File: config.mk
export PLATFORM = sky130hd
export DESIGN_NAME = tls_record_handshake_deframer_core
export DESIGN_NICKNAME = d
export VERILOG_FILES = /design/src/sv/trhd_pkg.sv /design/src/sv/trhd_record.sv /design/src/sv/trhd_message.sv /design/src/sv/tls_record_handshake_deframer_core.sv
export SDC_FILE = /design/constraint.sdc
export NUM_CORES = 1
export LEC_CHECK = 0
export ABC_AREA = 0
export BUFFER_PORTS_ARGS = -buffer_cell sky130_fd_sc_hd__buf_2
export CORE_MARGIN = 5
export CORE_UTILIZATION = 50
export DETAILED_ROUTE_END_ITERATION = 10
export GPL_ROUTABILITY_DRIVEN = 0
export PLACE_DENSITY = 0.73
export SLEW_MARGIN = 20
export SYNTH_ARGS = -nofsm -noshare
export SYNTH_HDL_FRONTEND = slang
export SYNTH_SLANG_ARGS = --single-unit
File: constraint.sdc
create_clock -name i_clk -period 14.65 [get_ports i_clk]
set_input_delay 0 -clock i_clk [delete_from_list [all_inputs] [get_ports i_clk]]
set_output_delay 0 -clock i_clk [all_outputs]
set_load 0.1 [all_outputs]
File: src/sv/trhd_pkg.sv
package trhd_pkg;

    localparam int unsigned REC_LEN_W = 16;
    localparam int unsigned MSG_LEN_W = 24;
    localparam int unsigned CFG_DATA_W = 24;

    localparam logic [REC_LEN_W-1:0] RESET_MAX_RECORD = REC_LEN_W'(18432);
    localparam logic [MSG_LEN_W-1:0] RESET_MAX_MESSAGE = MSG_LEN_W'(18432);

    localparam logic [7:0] TYPE_HANDSHAKE = 8'd22;

    // Record header positions; the highest value, REC_POS_PAYLOAD, means inside the payload.
    localparam logic [2:0] REC_POS_LEN_LO = 3'd4;
    localparam logic [2:0] REC_POS_PAYLOAD = 3'd5;
    localparam logic [2:0] REC_POS_LEN_HI = 3'd3;
    localparam logic [2:0] REC_POS_TYPE = 3'd0;

    // Handshake header positions; the last value means inside the body.
    localparam logic [2:0] MSG_POS_TYPE = 3'd0;
    localparam logic [2:0] MSG_POS_LEN_LO = 3'd3;
    localparam logic [2:0] MSG_POS_BODY = 3'd4;

    typedef enum logic [2:0] {
        KIND_HS_BYTE     = 3'd0,
        KIND_HS_EMPTY    = 3'd1,
        KIND_OTHER_BYTE  = 3'd2,
        KIND_OTHER_EMPTY = 3'd3,
        KIND_ERROR       = 3'd4
    } t_kind;

    typedef enum logic {
        ERR_RECORD_LONG  = 1'b0,
        ERR_MESSAGE_LONG = 1'b1
    } t_err_code;

    typedef enum logic {
        CFG_MAX_RECORD  = 1'b0,
        CFG_MAX_MESSAGE = 1'b1
    } t_cfg_index;

    // Record layer decision for one byte.
    typedef struct packed {
        logic hs_byte;      // payload byte of a handshake record
        logic other_byte;   // payload byte of another record type
        logic empty_other;  // empty non-handshake record
        logic rec_err;      // record longer than the limit
        logic first;
        logic last;
    } t_rec_evt;

    // Handshake layer decision for one byte.
    typedef struct packed {
        logic body_byte;
        logic empty_msg;
        logic msg_err;
        logic first;
        logic last;
    } t_msg_evt;

endpackage

File: src/sv/trhd_record.sv
module trhd_record (
    input  logic                            i_clk,
    input  logic                            i_rst_n,
    input  logic                            i_step,
    input  logic [7:0]                      i_byte,
    input  logic [trhd_pkg::REC_LEN_W-1:0]  i_max_record_length,
    output trhd_pkg::t_rec_evt              o_evt,
    output logic [7:0]                      o_record_type
);

    logic [2:0]                     r_pos, n_pos;
    logic [7:0]                     r_type, n_type;
    logic [7:0]                     r_len_hi, n_len_hi;
    logic [trhd_pkg::REC_LEN_W-1:0] r_left, n_left;
    logic                           r_other_started, n_other_started;
    logic [trhd_pkg::REC_LEN_W-1:0] w_len;
    logic [trhd_pkg::REC_LEN_W-1:0] w_left_dec;
    logic                           w_is_hs;

    assign w_len      = {r_len_hi, i_byte};
    assign w_left_dec = (r_left != '0) ? r_left - trhd_pkg::REC_LEN_W'(1) : '0;
    assign w_is_hs    = (r_type == trhd_pkg::TYPE_HANDSHAKE);

    always_comb begin
        n_pos           = r_pos;
        n_type          = r_type;
        n_len_hi        = r_len_hi;
        n_left          = r_left;
        n_other_started = r_other_started;
        o_evt           = '0;
        if (r_pos != trhd_pkg::REC_POS_PAYLOAD) begin
            if (r_pos == trhd_pkg::REC_POS_TYPE) begin
                n_type = i_byte;
            end
            if (r_pos == trhd_pkg::REC_POS_LEN_HI) begin
                n_len_hi = i_byte;
            end
            n_pos = r_pos + 3'd1;
            if (r_pos == trhd_pkg::REC_POS_LEN_LO) begin
                if (w_len > i_max_record_length) begin
                    o_evt.rec_err = 1'b1;
                end else if (w_len == '0) begin
                    n_pos = trhd_pkg::REC_POS_TYPE;
                    if (!w_is_hs) begin
                        o_evt.empty_other = 1'b1;
                        o_evt.first       = 1'b1;
                        o_evt.last        = 1'b1;
                    end
                end else begin
                    n_left          = w_len;
                    n_other_started = 1'b0;
                end
            end
        end else begin
            n_left = w_left_dec;
            if (w_left_dec == '0) begin
                n_pos = trhd_pkg::REC_POS_TYPE;
            end
            if (w_is_hs) begin
                o_evt.hs_byte = 1'b1;
            end else begin
                o_evt.other_byte = 1'b1;
                o_evt.first      = !r_other_started;
                o_evt.last       = (w_left_dec == '0);
                n_other_started  = 1'b1;
            end
        end
    end

    always_ff @(posedge i_clk) begin
        if (!i_rst_n) begin
            r_pos           <= trhd_pkg::REC_POS_TYPE;
            r_other_started <= 1'b0;
            r_left          <= '0;
        end else if (i_step) begin
            r_pos           <= n_pos;
            r_other_started <= n_other_started;
            r_left          <= n_left;
        end
    end

    always_ff @(posedge i_clk) begin
        if (i_step) begin
            r_type   <= n_type;
            r_len_hi <= n_len_hi;
        end
    end

    // The type register is loaded by the first header byte, before any beat that carries it.
    assign o_record_type = r_type;

endmodule

File: src/sv/trhd_message.sv
module trhd_message (
    input  logic                            i_clk,
    input  logic                            i_rst_n,
    input  logic                            i_step,
    input  logic [7:0]                      i_byte,
    input  logic [trhd_pkg::MSG_LEN_W-1:0]  i_max_message_length,
    output trhd_pkg::t_msg_evt              o_evt,
    output logic [7:0]                      o_message_type
);

    logic [2:0]                     r_pos, n_pos;
    logic [7:0]                     r_mtype, n_mtype;
    logic [trhd_pkg::MSG_LEN_W-1:0] r_collect, n_collect;
    logic [trhd_pkg::MSG_LEN_W-1:0] r_left, n_left;
    logic                           r_started, n_started;
    logic [trhd_pkg::MSG_LEN_W-1:0] w_left_dec;

    assign w_left_dec = (r_left != '0) ? r_left - trhd_pkg::MSG_LEN_W'(1) : '0;

    always_comb begin
        n_pos     = r_pos;
        n_mtype   = r_mtype;
        n_collect = r_collect;
        n_left    = r_left;
        n_started = r_started;
        o_evt     = '0;
        if (r_pos != trhd_pkg::MSG_POS_BODY) begin
            if (r_pos == trhd_pkg::MSG_POS_TYPE) begin
                n_mtype   = i_byte;
                n_collect = '0;
            end else begin
                n_collect = {r_collect[trhd_pkg::MSG_LEN_W-9:0], i_byte};
            end
            n_pos = r_pos + 3'd1;
            if (r_pos == trhd_pkg::MSG_POS_LEN_LO) begin
                if (n_collect > i_max_message_length) begin
                    o_evt.msg_err = 1'b1;
                end else if (n_collect == '0) begin
                    n_pos           = trhd_pkg::MSG_POS_TYPE;
                    o_evt.empty_msg = 1'b1;
                    o_evt.first     = 1'b1;
                    o_evt.last      = 1'b1;
                end else begin
                    n_left    = n_collect;
                    n_started = 1'b0;
                end
            end
        end else begin
            o_evt.body_byte = 1'b1;
            o_evt.first     = !r_started;
            o_evt.last      = (r_left <= trhd_pkg::MSG_LEN_W'(1));
            n_started       = 1'b1;
            n_left          = w_left_dec;
            if (w_left_dec == '0) begin
                n_pos = trhd_pkg::MSG_POS_TYPE;
            end
        end
    end

    always_ff @(posedge i_clk) begin
        if (!i_rst_n) begin
            r_pos     <= trhd_pkg::MSG_POS_TYPE;
            r_started <= 1'b0;
            r_left    <= '0;
        end else if (i_step) begin
            r_pos     <= n_pos;
            r_started <= n_started;
            r_left    <= n_left;
        end
    end

    always_ff @(posedge i_clk) begin
        if (i_step) begin
            r_mtype   <= n_mtype;
            r_collect <= n_collect;
        end
    end

    assign o_message_type = r_mtype;

endmodule

File: src/sv/tls_record_handshake_deframer_core.sv
// Path: an accepted byte is held in the input register; its result beat, if any, is
// registered from there and shown on the outputs (input register, then result register).
// Throughput: one stream byte per cycle while no result beat stalls; a stalled beat holds
// the input register, and the result register is refilled in the cycle it is taken.
// Reset: synchronous, active low; clears parser state, the sticky error and both
// valid flags, and returns both length limits to 18432.
module tls_record_handshake_deframer_core (
    input  logic                            i_clk,
    input  logic                            i_rst_n,
    input  logic                            i_cfg_wr_en,
    input  logic                            i_cfg_index,
    input  logic [trhd_pkg::CFG_DATA_W-1:0] i_cfg_wdata,
    input  logic                            s_axis_tvalid,
    output logic                            s_axis_tready,
    input  logic [7:0]                      s_axis_tdata,   // [7:0] stream_byte
    output logic                            m_axis_tvalid,
    input  logic                            m_axis_tready,
    // [7:0] content_type, [15:8] message_type, [23:16] payload_byte
    output logic [23:0]                     m_axis_tdata,
    // [2:0] kind, [3] first_of_unit, [4] error_code
    output logic [4:0]                      m_axis_tuser,
    output logic                            m_axis_tlast    // last_of_unit
);

    logic [trhd_pkg::REC_LEN_W-1:0] r_max_record;
    logic [trhd_pkg::MSG_LEN_W-1:0] r_max_message;

    logic       r_in_valid;
    logic [7:0] r_in_byte;
    logic       r_error;

    logic       r_out_valid;
    logic [2:0] r_out_kind;
    logic [7:0] r_out_ctype;
    logic [7:0] r_out_mtype;
    logic [7:0] r_out_byte;
    logic       r_out_first;
    logic       r_out_last;
    logic       r_out_code;

    logic               w_proc;
    logic               w_step;
    trhd_pkg::t_rec_evt w_rec;
    trhd_pkg::t_msg_evt w_msg;
    logic [7:0]         w_rec_type;
    logic [7:0]         w_msg_type;

    logic       n_has;
    logic [2:0] n_kind;
    logic [7:0] n_mtype;
    logic [7:0] n_byte;
    logic       n_first;
    logic       n_last;
    logic       n_code;

    assign w_proc        = r_in_valid && (!r_out_valid || m_axis_tready);
    assign w_step        = w_proc && !r_error;
    assign s_axis_tready = !r_in_valid || w_proc;

    always_ff @(posedge i_clk) begin
        if (!i_rst_n) begin
            r_max_record  <= trhd_pkg::RESET_MAX_RECORD;
            r_max_message <= trhd_pkg::RESET_MAX_MESSAGE;
        end else if (i_cfg_wr_en) begin
            case (i_cfg_index)
                trhd_pkg::CFG_MAX_RECORD: begin
                    r_max_record <= i_cfg_wdata[trhd_pkg::REC_LEN_W-1:0];
                end
                trhd_pkg::CFG_MAX_MESSAGE: begin
                    r_max_message <= i_cfg_wdata[trhd_pkg::MSG_LEN_W-1:0];
                end
                default: begin
                end
            endcase
        end
    end

    always_ff @(posedge i_clk) begin
        if (!i_rst_n) begin
            r_in_valid <= 1'b0;
        end else if (s_axis_tready) begin
            r_in_valid <= s_axis_tvalid;
        end
    end

    always_ff @(posedge i_clk) begin
        if (s_axis_tready && s_axis_tvalid) begin
            r_in_byte <= s_axis_tdata;
        end
    end

    trhd_record u_record (
        .i_clk               (i_clk),
        .i_rst_n             (i_rst_n),
        .i_step              (w_step),
        .i_byte              (r_in_byte),
        .i_max_record_length (r_max_record),
        .o_evt               (w_rec),
        .o_record_type       (w_rec_type)
    );

    trhd_message u_message (
        .i_clk                (i_clk),
        .i_rst_n              (i_rst_n),
        .i_step               (w_step && w_rec.hs_byte),
        .i_byte               (r_in_byte),
        .i_max_message_length (r_max_message),
        .o_evt                (w_msg),
        .o_message_type       (w_msg_type)
    );

    always_comb begin
        n_has   = 1'b0;
        n_kind  = trhd_pkg::KIND_ERROR;
        n_mtype = '0;
        n_byte  = '0;
        n_first = 1'b0;
        n_last  = 1'b0;
        n_code  = trhd_pkg::ERR_RECORD_LONG;
        if (w_rec.rec_err) begin
            n_has = 1'b1;
        end else if (w_rec.empty_other) begin
            n_has   = 1'b1;
            n_kind  = trhd_pkg::KIND_OTHER_EMPTY;
            n_first = 1'b1;
            n_last  = 1'b1;
        end else if (w_rec.other_byte) begin
            n_has   = 1'b1;
            n_kind  = trhd_pkg::KIND_OTHER_BYTE;
            n_byte  = r_in_byte;
            n_first = w_rec.first;
            n_last  = w_rec.last;
        end else if (w_rec.hs_byte) begin
            if (w_msg.msg_err) begin
                n_has  = 1'b1;
                n_code = trhd_pkg::ERR_MESSAGE_LONG;
            end else if (w_msg.empty_msg) begin
                n_has   = 1'b1;
                n_kind  = trhd_pkg::KIND_HS_EMPTY;
                n_mtype = w_msg_type;
                n_first = 1'b1;
                n_last  = 1'b1;
            end else if (w_msg.body_byte) begin
                n_has   = 1'b1;
                n_kind  = trhd_pkg::KIND_HS_BYTE;
                n_mtype = w_msg_type;
                n_byte  = r_in_byte;
                n_first = w_msg.first;
                n_last  = w_msg.last;
            end
        end
    end

    // Once an error is reported, every later byte is dropped until reset.
    always_ff @(posedge i_clk) begin
        if (!i_rst_n) begin
            r_error     <= 1'b0;
            r_out_valid <= 1'b0;
        end else begin
            if (w_step && (w_rec.rec_err || (w_rec.hs_byte && w_msg.msg_err))) begin
                r_error <= 1'b1;
            end
            if (w_proc) begin
                r_out_valid <= w_step && n_has;
            end else if (m_axis_tready) begin
                r_out_valid <= 1'b0;
            end
        end
    end

    always_ff @(posedge i_clk) begin
        if (w_step && n_has) begin
            r_out_kind  <= n_kind;
            r_out_ctype <= w_rec_type;
            r_out_mtype <= n_mtype;
            r_out_byte  <= n_byte;
            r_out_first <= n_first;
            r_out_last  <= n_last;
            r_out_code  <= n_code;
        end
    end

    assign m_axis_tvalid = r_out_valid;
    assign m_axis_tdata  = {r_out_byte, r_out_mtype, r_out_ctype};
    assign m_axis_tuser  = {r_out_code, r_out_first, r_out_kind};
    assign m_axis_tlast  = r_out_last;

endmodule
# After elaboration in Yosys (flattened, before gate mapping)
# Cells that the tools add are included.
[op_classes] addsub=4 order_cmp=3 n_eq_ne=13 n_mux=86 bitwise_logic=2 reduce_logical=40
[op_table] op="2-to-1 mux 24 bit" count=7
[op_table] op="2-to-1 mux 16 bit" count=5
[op_table] op="2-to-1 mux 8 bit" count=7
[op_table] op="logical NOT 24 bit" count=2
[op_table] op="2-to-1 mux 3 bit" count=16
[op_table] op="2-to-1 mux 1 bit" count=39
[op_table] op="logical NOT 16 bit" count=2
[op_table] op="greater-than comparator 24 bit" count=1
[op_table] op="less-or-equal comparator 24 x 1 -> 1 bit, second input constant" count=1
[op_table] op="nonzero test 24 bit" count=1
[op_table] op="subtractor 24 x 1 -> 24 bit, second input constant" count=1
[op_table] op="2-to-1 mux 2 bit" count=10
[op_table] op="greater-than comparator 16 bit" count=1
[op_table] op="nonzero test 16 bit" count=1
[op_table] op="subtractor 16 x 1 -> 16 bit, second input constant" count=1
[op_table] op="inequality test 2 bit, second input constant" count=7
[op_table] op="AND reduction 2 bit" count=5
[op_table] op="AND reduction 3 bit" count=3
[op_table] op="equality test 8 x 5 -> 1 bit, second input constant" count=1
[op_table] op="2-to-1 mux 4 bit" count=2
[op_table] op="AND reduction 4 bit" count=2
[op_table] op="logical AND 1 bit" count=7
[op_table] op="adder 3 x 1 -> 3 bit, second input constant" count=2
[op_table] op="equality test 3 x 2 -> 1 bit, second input constant" count=2
[op_table] op="11 further kinds" count=22
[totals] register_bits=169 input_bits=38 out_inout_bits=32 elab_cells=171

# Longest topological paths before layout
# Gate-level depths: netlist of the first run.
[depth] ltp_word=16 mapped_depth=16 mapped_depth_nobuf=13

# Cells and area by module
# A second synthesis of the first run with hierarchy kept.
[hier_totals] hier_cells=1017 hier_area_um2=9291.4
[by_module_without_submodules] module="trhd_message" n_inst=1 cells_per_inst=434 area_each_um2=3701.0 seq_area_each_um2=1281.2
[by_module_without_submodules] module="tls_record_handshake_deframer_core" n_inst=1 cells_per_inst=274 area_each_um2=3025.4 seq_area_each_um2=2001.9
[by_module_without_submodules] module="trhd_record" n_inst=1 cells_per_inst=309 area_each_um2=2565.0 seq_area_each_um2=880.8

# Least setup slack after synthesis of the first run
# OpenSTA, ideal clock, no wires.
[synth_timing] path_type="register to register" start="reg u_message.r_pos[0]" end="reg r_out_last (netlist: m_axis_tlast) (enable)" setup_time_ps=392 t_arrival_ps=4189 required_time_ps=14258 path_slack_ps=10069 stages_incl_launch_ff=16 n_path_buf=4 synth_period_minus_slack_ps=4581 path_cell_list="dfxtp_1 > inv_1 > ha_1 > clkbuf_1 > clkbuf_1 > buf_1 > a21oi_1 > ha_1 > nor2b_1 > o211ai_1 > a21oi_1 > or4b_1 > nor3b_1 > a21bo_2 > clkbuf_1 > o31a_1"
[synth_between] elab_chain_cells=15 word_cells_on_any_way=20
[synth_lines] element="start: declaration" line_no="trhd_message.sv:11" rtl="logic [2:0] r_pos, n_pos;"
[synth_lines] element="start signal: assignment" line_no="trhd_message.sv:62" rtl="r_pos <= trhd_pkg::MSG_POS_TYPE;"
[synth_lines] element="start signal: assignment" line_no="trhd_message.sv:66" rtl="r_pos <= n_pos;"
[synth_lines] element="branches (longest 9 deep; another with greater-than comparator 24 bit)"
[synth_lines] element="2-to-1 mux 1 bit *" line_no="tls_record_handshake_deframer_core.sv:134" rtl="if (w_msg.msg_err) begin"
[synth_lines] element="2-to-1 mux 1 bit *" line_no="tls_record_handshake_deframer_core.sv:133" rtl="end else if (w_rec.hs_byte) begin"
[synth_lines] element="2-to-1 mux 1 bit *" line_no="tls_record_handshake_deframer_core.sv:127" rtl="end else if (w_rec.other_byte) begin"
[synth_lines] element="2-to-1 mux 1 bit *" line_no="tls_record_handshake_deframer_core.sv:122" rtl="end else if (w_rec.empty_other) begin"
[synth_lines] element="2-to-1 mux 1 bit *" line_no="tls_record_handshake_deframer_core.sv:120" rtl="if (w_rec.rec_err) begin"
[synth_lines] element="logical AND 1 bit *" line_no="tls_record_handshake_deframer_core.sv:172" rtl="if (w_step && n_has) begin"
[synth_lines] element="end signal: assignment" line_no="tls_record_handshake_deframer_core.sv:178" rtl="r_out_last <= n_last;"
[synth_lines] element="end: declaration" line_no="tls_record_handshake_deframer_core.sv:38" rtl="logic r_out_last;"
# Mark *: on every way between the ends. The select of a mux whose other input is x is not followed.
# A chain may end at the register's enable or synchronous reset.

# Worst setup path in the final report of the first run
[layout_timing] start="reg u_message.r_pos[0]" end="reg r_out_code (enable)"
[layout_between] elab_chain_cells=15 word_cells_on_any_way=20
[layout_lines] element="branches (longest 9 deep; another with greater-than comparator 24 bit)"
[layout_lines] element="2-to-1 mux 1 bit *" line_no="tls_record_handshake_deframer_core.sv:134"
[layout_lines] element="2-to-1 mux 1 bit *" line_no="tls_record_handshake_deframer_core.sv:133"
[layout_lines] element="2-to-1 mux 1 bit *" line_no="tls_record_handshake_deframer_core.sv:127"
[layout_lines] element="2-to-1 mux 1 bit *" line_no="tls_record_handshake_deframer_core.sv:122"
[layout_lines] element="2-to-1 mux 1 bit *" line_no="tls_record_handshake_deframer_core.sv:120"
[layout_lines] element="logical AND 1 bit *" line_no="tls_record_handshake_deframer_core.sv:172"
[layout_lines] element="end signal: assignment" line_no="tls_record_handshake_deframer_core.sv:179" rtl="r_out_code <= n_code;"
[layout_lines] element="end: declaration" line_no="tls_record_handshake_deframer_core.sv:39" rtl="logic r_out_code;"
# Marks and branches as above.

==> flow_summary.json, run 1 <==
{
  "fin_hold_ws_ns": 0.0317,
  "synth_area_mm2": 0.00880,
  "min_path_type": "in2reg",
  "drtIter0Drc": 645,
  "first_pass_iters": 5,
  "yosys_warnings": 0,
  "die_height_um": 143,
  "worst_setup_path_start_kind": "register",
  "ys_types": 74,
  "cts.sinks": 169,
  "slew_violations": 0,
  "synth_top_family_by_area": "simple AND/OR/NAND/NOR gates",
  "die-area_mm2": 0.0204,
  "synthTopCellsByArea": "edfxtp_1 27%, dfxtp_1 21%, ha_1 7.3%, nand2_1 5.6%, a21oi_1 5.5%",
  "setup_viol": 0,
  "area_delta_synth_final_pct": 16.4,
  "synth_xor_area_share_pct": 1.59,
  "syn_nets": 1041,
  "power-per-cell-area_mw_per_mm2": 99.7,
  "fill_cells": 1459,
  "synth_edf_count": 78,
  "drive_above_1_share_pct": 12.4,
  "synth_top_area_share_pct": 26.6,
  "cts.path.max_buffers": 2,
  "synthTopCellsByCount": "132 x nand2_1, 96 x a21oi_1, 91 x dfxtp_1, 78 x edfxtp_1, 73 x inv_1",
  "crit_arrival_ns": 4.51,
  "p_leak_nw": 4.12,
  "grt_pass1_vias": 7317,
  "worstMarginPinSlew_ns": 0.993,
  "nNetsFinal": 1121,
  "finClkSkew_ns": 0.0145,
  "period_share_pct": 30.2,
  "synth_top_area_cell": "edfxtp_1",
  "synthAdderAreaFrac_pct": 7.25,
  "cts_root_buf": "clkbuf_16",
  "drc": 0,
  "fmax_ghz": 0.226,
  "maxSlewHeadroom_pct": 33.4,
  "rsz0062_at_grt": "false",
  "grt_first_pass_wirelength_um": 38000,
  "cts_tree": "built",
  "ctsHtreeMaxLevel": 4,
  "synth_area_per_cell_um2": 9.24,
  "final_area_mm2": 0.0102,
  "ctsResizeCount": 0,
  "ys.flop_type": "dfxtp_1",
  "routed_via_density": 5.87,
  "clk_pin_slew_ns": 0.07,
  "ios": 70,
  "grt_usage_pct": 23.7,
  "routed_wl_um": 23900,
  "grt_start_max_net_pins": 67,
  "ant_nets": 0,
  "synth_most_common_cell": "nand2_1",
  "core_mm2": 0.0173,
  "ys_seq_elements": 169,
  "num_vias": 7451,
  "synth_mux_area_share_pct": 1.39,
  "synth-seq-area-share_pct": 47.3,
  "worstSkewPairLatency_ns": 0.44,
  "finalWorstSetupSlack_ns": 10.23,
  "globalRouteMet1Util_pct": 30.4,
  "top_usage_layer": "met2",
  "post_drt_wl_per_cell_um": 18.8,
  "synth-compound-area-share_pct": 16.9,
  "run_status": "finished clean",
  "ir_drop_mv": 0.120,
  "antenna_found_initial": 1,
  "synth-async-reset-ratio_pct": 0,
  "grt_overflow": 0,
  "hold_viol": 0,
  "path_max_fanout": 39,
  "criticalPathCategory": "reg2reg",
  "port_buffers": 69,
  "pre_cts_slack_ns": 10.33,
  "initial_core_util_pct": 50.9,
  "postPlaceCellArea_mm2": 0.00928,
  "cts_inserted_buffers": 17,
  "dp_hpwl_um": 16400,
  "rows": 48,
  "synth_cells": 952,
  "globalRouteMet3Util_pct": 5.09,
  "max-cap-violations": 0,
  "synth_simple_gate_area_share_pct": 20.0,
  "end_kind": "register",
  "grtUsageMet2_pct": 38.9,
  "fin_tns_setup_ns": 0,
  "n_antenna_cell": 0,
  "period_minus_slack_ns": 4.42,
  "die_width_um": 143,
  "required_ns": 14.74
}
==> registers in the layout, indices dropped and copies added, names as in the netlist, 8 cells and up <==
signal                    count
r_in_byte                     8
r_max_message                24
r_max_record                 16
r_out_byte                    8
r_out_ctype                   8
r_out_mtype                   8
u_message.o_message_type      8
u_message.r_collect          16
u_message.r_left             24
u_record.o_record_type        8
u_record.r_left              16
u_record.r_len_hi             8
==> worst max-delay path: stages, from the launching register on <==
cell and delay [ns]:
dfxtp_1 0.33, inv_1 0.08, ha_1 0.14, buf_4 0.34, nand2_1 0.31, and2_1 0.27
ha_1 0.28, nand4_1 0.14, or3_1 0.15, a21oi_1 0.05, or4b_1 0.52, nor3b_1 0.57
a21bo_2 0.35, o31a_1 0.16, buf_4 0.36
==> cell families (layout without fill, tap and decap cells) <==
family / count (synthesis) / in the layout
fa+ha+maj: 51 / 51
buf+inv: 125 / 218
xor+xnor: 16 / 16
flops: 169 / 169
simple gates: 344 / 344
mux: 12 / 12
compound gates: 235 / 235
==> timing repair <==
action                                 in CTS  in global routing
endpoints found under the hold margin      50                  0
hold buffers                               35                  0
buffers inserted                            0                  0
==> metrics by stage <==
step	utilization (%)	power [mW]	instances
finish	59.2	1.02	1270
global route	59.2	1.05	1270
CTS	59.2	1.02	1270
detailed placement	53.6	0.569	1203
global placement	53.6	0.567	1203
floorplan	-	0.547	952
==> power by group <==
| group | leakage (nW) | switching (mW) | internal [mW] |
|---|---|---|---|
| Sequential | 1.49 | 0.0102 | 0.500 |
| Combinational | 2.33 | 0.0326 | 0.0234 |
| Clock | 0.294 | 0.222 | 0.232 |
==> cell usage in the layout, fill, tap and decap left out, drive strengths merged, types with 13 or more instances in the layout <==
cell type / count
edfxtp: 78
ha: 51
buf: 77
nor2: 46
clkbuf: 17
nand2: 132
o21ai: 43
dlygate4sd3: 35
o22ai: 13
nand3: 24
nor3: 25
nand4: 16
dfxtp: 91
a21oi: 96
and2: 31
nor4: 21
inv: 82
==> path summary, 6_finish.rpt <==
check / depth (start not counted) / to / startpoint / slack, ns
min: 4 / r_max_record[1]$_SDFFE_PN0P_ / i_cfg_index / 0.03
max reg2reg: 14 / r_out_code$_SDFFCE_PP0P_ / u_message.r_pos[0]$_SDFFE_PN0P_ / 10.23
max: 14 / r_out_code$_SDFFCE_PP0P_ / u_message.r_pos[0]$_SDFFE_PN0P_ / 10.23
min reg2reg: 0 / r_out_ctype[2]$_DFFE_PP_ / u_record.o_record_type[2]$_DFFE_PP_ / 0.46
==> layer usage <==
metal  routed length [um]  part of all wire (%)
met1                10100                    42
met5                   12                 0.050
met4                  867                   3.6
met3                 1450                   6.1
met2                11400                    48
==> final cells by class <==
| cell class | count | area, um2 | share of cell area [%] |
|---|---|---|---|
| tap | 225 | 282 | 2.75 |
| clock inverter | 15 | 183 | 1.78 |
| inverter | 74 | 278 | 2.71 |
| multi-input combinational | 658 | 4150 | 40.6 |
| timing repair buffer | 112 | 756 | 7.38 |
| sequential | 169 | 4160 | 40.7 |
| clock buffer | 17 | 425 | 4.15 |
Power figures use the tool's default switching activity.
==> run 2, diff against run 1 <==
==> constraint.sdc (replaced) <==
create_clock -name i_clk -period 4.17 [get_ports i_clk]
set_input_delay 0 -clock i_clk [delete_from_list [all_inputs] [get_ports i_clk]]
set_output_delay 0 -clock i_clk [all_outputs]
set_load 0.1 [all_outputs]
==> run 2 against run 1 <==
Worst setup slack worse by 9.9 ns. Clock skew increased by 0.0035 ns. Sequential power increased to 3.5 times the previous value. Largest cell class is now multi-input combinational cells.
==> flow_summary.json, run 2 (same netlist as run 1, synthesis figures left out) <==
{
  "power-per-cell-area_mw_per_mm2": 354,
  "crit_arrival_ns": 3.93,
  "routed_via_density": 5.91,
  "setup_viol": 0,
  "dp_hpwl_um": 16700,
  "grt_start_max_net_pins": 43,
  "grt_overflow": 0,
  "utilization_pct": 59.9,
  "worstMarginPinSlew_ns": 0.972,
  "worst_setup_path_start_kind": "register",
  "criticalPathCategory": "reg2reg",
  "initial_core_util_pct": 50.9,
  "n_antenna_cell": 0,
  "fmax_ghz": 0.261,
  "path_max_fanout": 30,
  "maxSlewHeadroom_pct": 35.2,
  "die_width_um": 143,
  "end_kind": "register",
  "dp.cells": 1214,
  "drtIter0Drc": 731,
  "die_height_um": 143,
  "hold_viol": 0,
  "cts.sinks": 169,
  "first_pass_iters": 5,
  "num_vias": 7565,
  "reg.largest.list": "r_max_message: 24 flops, u_message.r_left: 24 flops",
  "grt_first_pass_wirelength_um": 38500,
  "power_frac_seq_pct": 48.6,
  "fill_cells": 1465,
  "cts_tree": "built",
  "multiInputGateArea_mm2": 0.00417,
  "required_ns": 4.27,
  "finClkSkew_ns": 0.0180,
  "period_share_pct": 91.8,
  "cts_inserted_buffers": 17,
  "rsz0062_at_grt": "false",
  "period_minus_slack_ns": 3.83,
  "max-cap-violations": 0,
  "power_frac_comb_pct": 5.9,
  "p_sw_mw": 0.947,
  "clkPwrFrac_pct": 45.5,
  "antenna_found_initial": 0,
  "grt_pass1_vias": 7254,
  "cts_root_buf": "clkbuf_16",
  "rows": 48,
  "p_leak_nw": 4.19,
  "die-area_mm2": 0.0204,
  "final_common_cell": "nand2_1",
  "min_path_type": "in2reg",
  "fin_tns_setup_ns": 0,
  "core_mm2": 0.0173,
  "ir_drop_mv": 0.289,
  "ios": 70,
  "run_status": "finished clean",
  "clk_pin_slew_ns": 0.08,
  "area_delta_synth_final_pct": 17.8,
  "p_int_mw": 2.72,
  "worstSkewPairLatency_ns": 0.45,
  "nNetsFinal": 1131,
  "port_buffers": 69,
  "slew_violations": 0,
  "ant_nets": 0,
  "post_drt_wl_per_cell_um": 18.9,
  "cts.path.max_buffers": 2,
  "post_cts_buffers": 0,
  "mostFrequentLayoutCells": "132 x nand2_1, 96 x a21oi_1, 91 x dfxtp_1",
  "fin_hold_ws_ns": 0.00317,
  "routed_wl_um": 24200,
  "ctsHtreeMaxLevel": 4,
  "register_area_mm2": 0.00416,
  "drc": 0,
  "p_sw_share_pct": 25.8,
  "grt_usage_pct": 24.2,
  "final_cells": 1280,
  "drive_above_1_share_pct": 13.6
}
-- run 2: repair_timing --
item | in CTS | in global routing
hold endpoints to repair | 51 | 0
gates resized for setup | 0 | 2
setup endpoints to repair | 0 | 31
hold buffers | 34 | 0
-- run 2: worst paths after layout --
path	from	end	cells after the start	slack, ns
worst min register to register	u_record.o_record_type[4]$_DFFE_PP_	r_out_ctype[4]$_DFFE_PP_	0	0.45
worst min-delay path	i_cfg_index	r_max_record[7]$_SDFFE_PN0P_	4	0.003
worst max-delay path	u_message.r_pos[2]$_SDFFE_PN0P_	r_out_mtype[0]$_SDFFCE_PP0P_	11	0.34
worst max register to register	u_message.r_pos[2]$_SDFFE_PN0P_	r_out_mtype[0]$_SDFFCE_PP0P_	11	0.34
-- run 2: cell type report --
type	instances	area share (%)
clock buffers	17	4.11
clock inverters	15	2.03
inverters	74	2.68
multi-input cells	658	40.3
flip-flops and latches	169	40.2
well taps	225	2.72
repair buffers	122	7.99
-- run 2: power groups by stage --
stage | Sequential, mW | Clock [mW] | Combinational [mW]
finish | 1.78 | 1.67 | 0.215
global route | 1.79 | 1.76 | 0.238
CTS | 1.78 | 1.69 | 0.211
detailed placement | 1.82 | 0 | 0.185
global placement | 1.82 | 0 | 0.181
floorplan | 1.81 | 0 | 0.111
-- run 2: metal layers --
layer  part of all wire (%)  track usage, %  vias up
met5                      0               0        -
met4                    3.9            9.90        0
met3                    7.1            5.26       67
met2                     47            39.4      354
met1                     42            31.6     3536
li1                       -               -     3608
-- run 2: worst max-delay path, cell delays in order (launching register included) --
cell and delay (ns):
dfxtp_1 0.34, inv_2 0.27, nand2_1 0.29, and2_1 0.27, ha_1 0.30, a21o_1 0.18
a21o_1 0.17, a221oi_1 0.45, mux2_2 0.32, a22oi_1 0.07, a21bo_2 0.34, o31a_4 0.46
-- run 2: per-stage QoR --
step                worst slack, ns  total power [mW]  area (um2)
floorplan                     0.113              1.92        8810
global placement              0.371              2.00        9370
detailed placement            0.245              2.00        9370
CTS                           0.237              3.69       10300
global route                 0.0792              3.78       10400
finish                        0.343              3.67       10400
